## src/hw/rtl/sincos_pkg.sv

```systemverilog
package sincos_pkg;

    // series length and derived counts
    localparam int SERIES_TERMS = 21;
    localparam int NUM_CELLS    = SERIES_TERMS - 1;

    // field widths
    localparam int ANGLE_W    = 32;
    localparam int ANGLE_FRAC = 28;
    localparam int VALUE_W    = 32;
    localparam int VALUE_FRAC = 30;
    localparam int TOL_W      = 21;

    // internal q8.40 widths
    localparam int FRAC_W    = 40;
    localparam int X_W       = ANGLE_W + FRAC_W - ANGLE_FRAC;
    localparam int XMAG_W    = X_W - 1;
    localparam int Y_W       = 2 * XMAG_W - FRAC_W;
    localparam int ACC_W     = 48;
    localparam int MAG_W     = ACC_W;
    localparam int OUT_SHIFT = FRAC_W - VALUE_FRAC;
    localparam int SMAG_W    = MAG_W - OUT_SHIFT;

    // constant divisors of the horner steps, replaced by reciprocals
    localparam int DMAX    = (2 * SERIES_TERMS - 2) * (2 * SERIES_TERMS - 1);
    localparam int DIV_W   = $clog2(DMAX);
    localparam int RECIP_K = MAG_W - 1 + DIV_W;
    localparam int RECIP_W = RECIP_K;
    localparam int QUO_W   = MAG_W - 1;

    localparam logic signed [X_W-1:0]   TWO_PI_Q40  = 44'sh6487ED5110B;
    localparam logic signed [ACC_W-1:0] ONE_Q40     = ACC_W'(64'd1 << FRAC_W);
    localparam logic [MAG_W-1:0]        MAG_CAP_NEG = MAG_W'(64'd1 << (MAG_W - 1));
    localparam logic [MAG_W-1:0]        MAG_CAP_POS = MAG_W'((64'd1 << (MAG_W - 1)) - 64'd1);
    localparam logic [SMAG_W-1:0]       OUT_ONE     = SMAG_W'(64'd1 << VALUE_FRAC);

    // function select
    localparam logic MODE_SIN = 1'b0;
    localparam logic MODE_COS = 1'b1;

    // register port
    localparam int PADDR_W = 3;
    localparam int PDATA_W = 32;
    localparam int REG_IDX_W = PADDR_W - 2;
    localparam logic [REG_IDX_W-1:0] REG_SNAP_TOL = '0;
    localparam logic [TOL_W-1:0] SNAP_TOL_RESET = 21'd1074;

    // one item in flight along the row of cells
    typedef struct packed {
        logic                    valid;
        logic                    mode;
        logic signed [X_W-1:0]   x;
        logic [Y_W-1:0]          y;
        logic signed [ACC_W-1:0] acc;
    } item_t;

endpackage

```

## src/hw/rtl/sincos_front.sv

```systemverilog
module sincos_front (
    input  logic                                clk,
    input  logic                                rst_n,
    input  logic                                adv,
    input  logic                                arg_valid,
    input  logic                                mode,
    input  logic signed [sincos_pkg::ANGLE_W-1:0] angle,
    output sincos_pkg::item_t                   item_out
);
    import sincos_pkg::*;

    localparam int XL_W  = XMAG_W / 2;
    localparam int XH_W  = XMAG_W - XL_W;
    localparam int SQ_W  = 2 * XMAG_W;

    typedef struct packed {
        logic                  valid;
        logic                  mode;
        logic signed [X_W-1:0] x;
    } red_t;

    typedef struct packed {
        logic                    valid;
        logic                    mode;
        logic signed [X_W-1:0]   x;
        logic [2*XL_W-1:0]       sq_ll;
        logic [XL_W+XH_W-1:0]    sq_lh;
        logic [2*XH_W-1:0]       sq_hh;
    } sq_t;

    red_t  red_reg, red_next;
    sq_t   sq_reg, sq_next;
    item_t item_reg, item_next;

    logic signed [X_W-1:0] x_scaled;
    logic [X_W-1:0]        x_bits;
    logic [XMAG_W-1:0]     x_mag;
    logic [XL_W-1:0]       x_lo;
    logic [XH_W-1:0]       x_hi;
    logic [SQ_W-1:0]       sq_sum;

    // q4.28 to q4.40, then one step of reduction toward zero
    always_comb
    begin
        x_scaled = $signed({angle, {(FRAC_W - ANGLE_FRAC){1'b0}}});
        red_next.valid = arg_valid;
        red_next.mode  = mode;
        priority if (x_scaled >= TWO_PI_Q40)
        begin
            red_next.x = x_scaled - TWO_PI_Q40;
        end
        else if (x_scaled <= -TWO_PI_Q40)
        begin
            red_next.x = x_scaled + TWO_PI_Q40;
        end
        else
        begin
            red_next.x = x_scaled;
        end
    end

    always_comb
    begin
        x_bits = red_reg.x;
        x_mag  = red_reg.x[X_W-1] ? XMAG_W'(~x_bits + X_W'(1)) : XMAG_W'(x_bits);
        x_lo   = x_mag[XL_W-1:0];
        x_hi   = x_mag[XMAG_W-1:XL_W];
        sq_next.valid = red_reg.valid;
        sq_next.mode  = red_reg.mode;
        sq_next.x     = red_reg.x;
        sq_next.sq_ll = (2*XL_W)'(x_lo) * (2*XL_W)'(x_lo);
        sq_next.sq_lh = (XL_W+XH_W)'(x_lo) * (XL_W+XH_W)'(x_hi);
        sq_next.sq_hh = (2*XH_W)'(x_hi) * (2*XH_W)'(x_hi);
    end

    // cross term appears twice, hence one extra bit of shift
    always_comb
    begin
        sq_sum = SQ_W'(sq_reg.sq_ll)
               + (SQ_W'(sq_reg.sq_lh) << (XL_W + 1))
               + (SQ_W'(sq_reg.sq_hh) << (2 * XL_W));
        item_next.valid = sq_reg.valid;
        item_next.mode  = sq_reg.mode;
        item_next.x     = sq_reg.x;
        item_next.y     = sq_sum[FRAC_W +: Y_W];
        item_next.acc   = ONE_Q40;
    end

    always_ff @(posedge clk or negedge rst_n)
    begin
        if (!rst_n)
        begin
            red_reg  <= '0;
            sq_reg   <= '0;
            item_reg <= '0;
        end
        else if (adv)
        begin
            red_reg  <= red_next;
            sq_reg   <= sq_next;
            item_reg <= item_next;
        end
    end

    assign item_out = item_reg;

endmodule

```

## config.mk

```make
export PLATFORM = sky130hd
export DESIGN_NAME = sincos_front
export DESIGN_NICKNAME = d
export VERILOG_FILES = /design/src/hw/rtl/sincos_pkg.sv /design/src/hw/rtl/sincos_front.sv
export SDC_FILE = /design/constraint.sdc
export NUM_CORES = 2
export LEC_CHECK = 0
export ABC_AREA = 0
export BUFFER_PORTS_ARGS = -buffer_cell sky130_fd_sc_hd__buf_4
export CAP_MARGIN = 20
export CORE_MARGIN = 10
export CORE_UTILIZATION = 60
export CTS_BUF_LIST = sky130_fd_sc_hd__clkbuf_4 sky130_fd_sc_hd__clkbuf_8 sky130_fd_sc_hd__clkbuf_16
export CTS_CLUSTER_SIZE = 28
export DETAILED_ROUTE_END_ITERATION = 12
export PLACE_DENSITY = 0.85
export SLEW_MARGIN = 20
export SYNTH_ARGS = -nofsm -noshare
export SYNTH_HDL_FRONTEND = slang
export SYNTH_SLANG_ARGS = --single-unit
export TNS_END_PERCENT = 100
```

## constraint.sdc

```tcl
create_clock -name clk -period 24 [get_ports clk]
set_clock_uncertainty 0.1 [all_clocks]
set_input_delay 1.2 -clock clk [delete_from_list [all_inputs] [get_ports clk]]
set_output_delay 1.2 -clock clk [all_outputs]
set_load 0.05 [all_outputs]
```

Word level (Yosys, flattened, before mapping)
Cells that the tools add are included.
W data, S select, Z words.
Operators by class
  $lt $le $gt $ge: 2
  mux-type cells: 3
  $add $sub $neg: 5
  bitwise gates (word level): 1
  multiply operators: 3
Operators with widths (number)
  $mux W44: 2
  $add A66 B86 Y86: 1
  $add A42 B65 Y66: 1
  $add A44 B44 Y44 const B: 1
  $ge A44 B44 Y1 const B: 1
  $le A44 B44 Y1 const B: 1
  $mul A22 B22 Y44: 1
  $sub A44 B44 Y44 const B: 1
  $add A43 B1 Y43 const B: 1
  $mul A21 B22 Y43: 1
  $mux W43: 1
  $not A43 Y43: 1
  $mul A21 B21 Y42: 1
Storage, ports and cells
  output and inout bits: 140
  register bits after elaboration: 314
  input bits: 37
  logic and storage cells: 28

Longest topological paths before layout
  depth after elaboration: 4
  depth in mapped cells: 37

Least setup slack after synthesis
OpenSTA, ideal clock, no wires.
  path type: register to register
  start point: register red_reg, in the netlist x_bits[15]
  end point: register sq_reg[41] (netlist bit)
  required time: 23.775 ns
  library setup time: 0.125 ns
  arrival: 9.148 ns
  period minus slack after synthesis: 9.373 ns
  setup slack: 14.627 ns
  buffers on the path: 2
  cell stages (with the launch flop): 32
  cells stage by stage: dfrtp_1 > or4_4 > nor4_2 > nand3_1 > or3_1 > o21ai_0 > xnor2_1 > inv_1 > buf_1 > nor2_1 > fa_1 > inv_1 > fa_1 > inv_1 > fa_1 > fa_1 > inv_1 > fa_1 > inv_1 > fa_1 > fa_1 > ha_1 > clkbuf_1 > and3_1 > o2111ai_1 > o211ai_1 > or3b_2 > a211oi_1 > a211oi_1 > o41ai_1 > xor2_1 > mux2_2
On the way
  word-level cells in the longest chain between the ends: 4
RTL lines
  start: declaration: RTL line sincos_front.sv:31  | red_t red_reg, red_next;
  start signal: assignment: RTL line sincos_front.sv:99  | red_reg <= red_next;
  $not A43 Y43: RTL line sincos_front.sv:65  | x_mag = red_reg.x[X_W-1] ? XMAG_W'(~x_bits + X_W'(1)) : XMAG_W'(x_bits);
  $add A43 B1 Y43: RTL line sincos_front.sv:65
  $mux W43: RTL line sincos_front.sv:65
  $mul A22 B22 Y44: RTL line sincos_front.sv:73  | sq_next.sq_hh = (2*XH_W)'(x_hi) * (2*XH_W)'(x_hi);
  end signal: assignment: RTL line sincos_front.sv:100  | sq_reg <= sq_next;
  end: declaration: RTL line sincos_front.sv:32  | sq_t sq_reg, sq_next;
No other way between the ends.
A chain may end at the register's enable or synchronous reset.

Worst setup path after layout
  start point: register red_reg, in the netlist x_bits[0]
  end point: register sq_reg[41] (netlist bit)
Same word-level chain as after synthesis.

==> reports/summary.txt <==
CTS tree - done
pin count of the biggest net entering global routing - 169
vias per std cell - 5.86
Filler cells - 6810
router iterations before antenna repair - 8
IO Pins - 177
sequential area share after synthesis - 12.4%
fin crit share - 44.5%
via count of the first global-routing pass - 44.6k
source-to-sink clock delay at the later pin of the worst-skew pair - 600 ps
initial antenna violation count - 5
flip-flop and latch count after synthesis - 264
number of nets in the finished design - 7299
cts bufs inserted - 31
area overhead of the layout relative to synthesis - 6.21%
DR vias - 40.5k
H-tree lvl count - 1
class of the tightest hold or removal check - register to register
DIE AREA - 101000 um2
Clock Pin Slew Worst Setup and Hold Paths - 60 ps
number of hold buffers added after cts - 0
library cell contributing the largest single delay on the critical path - sky130_fd_sc_hd__dfrtp_1
DR WL/cell - 20.7 um
remaining number of nets flagged by the antenna check after routing - 0
worst endpoint data arrival time - 11070 ps
fraction of final layout cells with drive strength greater than 1 - 8.80%
number of failing setup endpoints in the final timing report - 0
Core Area - 88200 um2
top-area cell type share of the netlist area - 38.6%
HPWL after DPL - 114000 um
setup repair after global routing missed its margin - no
buffers and inverters on the worst path - 7
Critical Path Fanout Max - 23
max capacitance violation total - 0
cell area after technology mapping - 53300 um2
kind of cell adding the most delay to the critical path - adder cells
cell repeated most along the worst path - sky130_fd_sc_hd__fa_1
critical path depth in cells - 31
CTS max path bufs - 3
first-pass GRT wire length - 233000 um
fin crit period - 10690 ps
die outline width - 318 um
GP Congestion - 0.993
syn_area_per_cell - 9.33 um2
maximum clock frequency - 93.6 MHz
number of hold violations in the final report - 0
max-slew violation count - 0
launching element type of the critical path - register
number of sinks handled by clock tree synthesis - 264
setup_tns - 0 ps
endpoint kind of the worst setup timing path - register
standard-cell row count - 109
global route overflow - 0
root buffer cell - sky130_fd_sc_hd__clkbuf_16
gr usage total - 28.5%
number of instances resized during post-cts repair - 0
final routed wirelength across all metal layers - 143000 um
Worst EP required - 24390 ps
post-CTS setup buffers - 0
number of stages on the worst hold path - 1
Initial Utilization - 60.4%
warning count from the yosys run - 0
ranking of synthesized cells by area - sky130_fd_sc_hd__fa_1, sky130_fd_sc_hd__dfrtp_1, sky130_fd_sc_hd__ha_1, sky130_fd_sc_hd__inv_1, sky130_fd_sc_hd__mux2_2
number of I/O port buffers - 129
critical path class - register to register
chip height - 318 um
share of flip-flops with an asynchronous set or reset after synthesis - 100%
number of standard cells after synthesis - 5719
dominant cell type by area after synthesis - sky130_fd_sc_hd__fa_1
Post-synth EDFFs - 0
transition at the pin with the smallest max-transition slack - 1130 ps
library cells used by synthesis - 83
number of flip-flops in the largest register - 106
result of the run - finished, final reports clean
CP max stage delay - 660 ps
starting DRC count in detailed routing - 3423
headroom to the max-slew limit - 24.6%
most used flip-flop cell after synthesis - sky130_fd_sc_hd__dfrtp_1
number of cell instances on the worst register-to-register path - 31
detailed-route DRC error count - 0
-- layout make-up --
cell class	count	area [um2]	area share, %
multi-input combinational	3899	40900	72.2
clock inverter	17	267	0.470
inverter	1329	4990	8.81
sequential	264	6610	11.7
antenna	3	7.51	0.0133
clock buffer	39	861	1.52
tap	1165	1460	2.57
timing repair buffer	204	1570	2.77
-- kinds of logic after synthesis --
group / synth area share, %
AOI/OAI and AO/OA: 7.79
xor gates and xnor gates: 3.52
adders and majority gates: 50.4
buffers and inverters: 11.7
DFF: 12.4
muxes: 4.05
other: 0.00703
and+or+nand+nor: 10.1
-- layer usage --
metal | track usage, % | vias up | routed length (um)
met1 | 33.3 | 20100 | 49800
met5 | 0 | - | 41
met3 | 6.53 | 710 | 14200
met2 | 47.8 | 2216 | 69600
li1 | - | 17500 | -
met4 | 16.6 | 6 | 9810
-- final timing paths --
path / start / slack (ps) / to
max: x_bits[0]$_DFFE_PN0P_ / 13310 / sq_reg[41]$_DFFE_PN0P_
min: item_out[40]$_DFFE_PN0P_ / 360 / item_out[40]$_DFFE_PN0P_
max reg2reg: x_bits[0]$_DFFE_PN0P_ / 13310 / sq_reg[41]$_DFFE_PN0P_
min reg2reg: item_out[40]$_DFFE_PN0P_ / 360 / item_out[40]$_DFFE_PN0P_
max in group asynchronous: rst_n / 21830 / sq_reg[57]$_DFFE_PN0P_
min in group asynchronous: rst_n / 560 / item_out[92]$_DFFE_PN0P_
-- cells in the final DEF (no fill, tap or decap), drive strengths merged, types with 20 or more instances in the layout --
master     n
inv     1327
nand4     24
ha       504
o21ai    111
o31ai     23
dfrtp    264
xor2      68
a21oi    214
fa      1029
clkbuf    39
o21bai    21
a21o      78
or3       20
nor2b     31
a31oi     28
mux2     190
nand2    532
nor3      37
nor2     491
nand3     42
buf      204
and3      24
conb      47
o21a      24
xnor2    143
-- through the flow --
stage | worst slack (ps) | area [um2] | hold slack [ps] | instances | util (%)
after floorplan | 14630 | 53500 | 356 | 5765 | -
after global placement | 13720 | 55500 | 357 | 6861 | 62.9
after detailed placement | 13480 | 55500 | 355 | 6861 | 62.9
after CTS | 13390 | 56600 | 371 | 6917 | 64.2
after global routing | 12790 | 56600 | 411 | 6917 | 64.2
final | 13310 | 56600 | 363 | 6920 | 64.2
-- cell usage after synthesis, drive strengths merged, types with 7 or more instances --
master   count
o31ai       23
a31oi       28
inv       1323
o2111ai      9
nor2b       31
a211o        7
a41oi        9
or3         20
mux2       190
nand3b       9
and3        24
o21bai      21
and2        10
clkbuf     203
ha         504
a21oi      214
nand2b      18
fa        1029
o311ai       7
nand2      532
nand4       24
a21o        78
xor2        68
o211ai      12
o21ai      111
buf         70
nor2       491
a211oi      18
or4          7
o41ai       10
nor3        37
a31o         7
nor4         8
dfrtp      264
xnor2      143
o21a        24
nand3       42
Power is not shown: default switching activity piles up to over one toggle a cycle in this logic, so the estimate is an artifact.
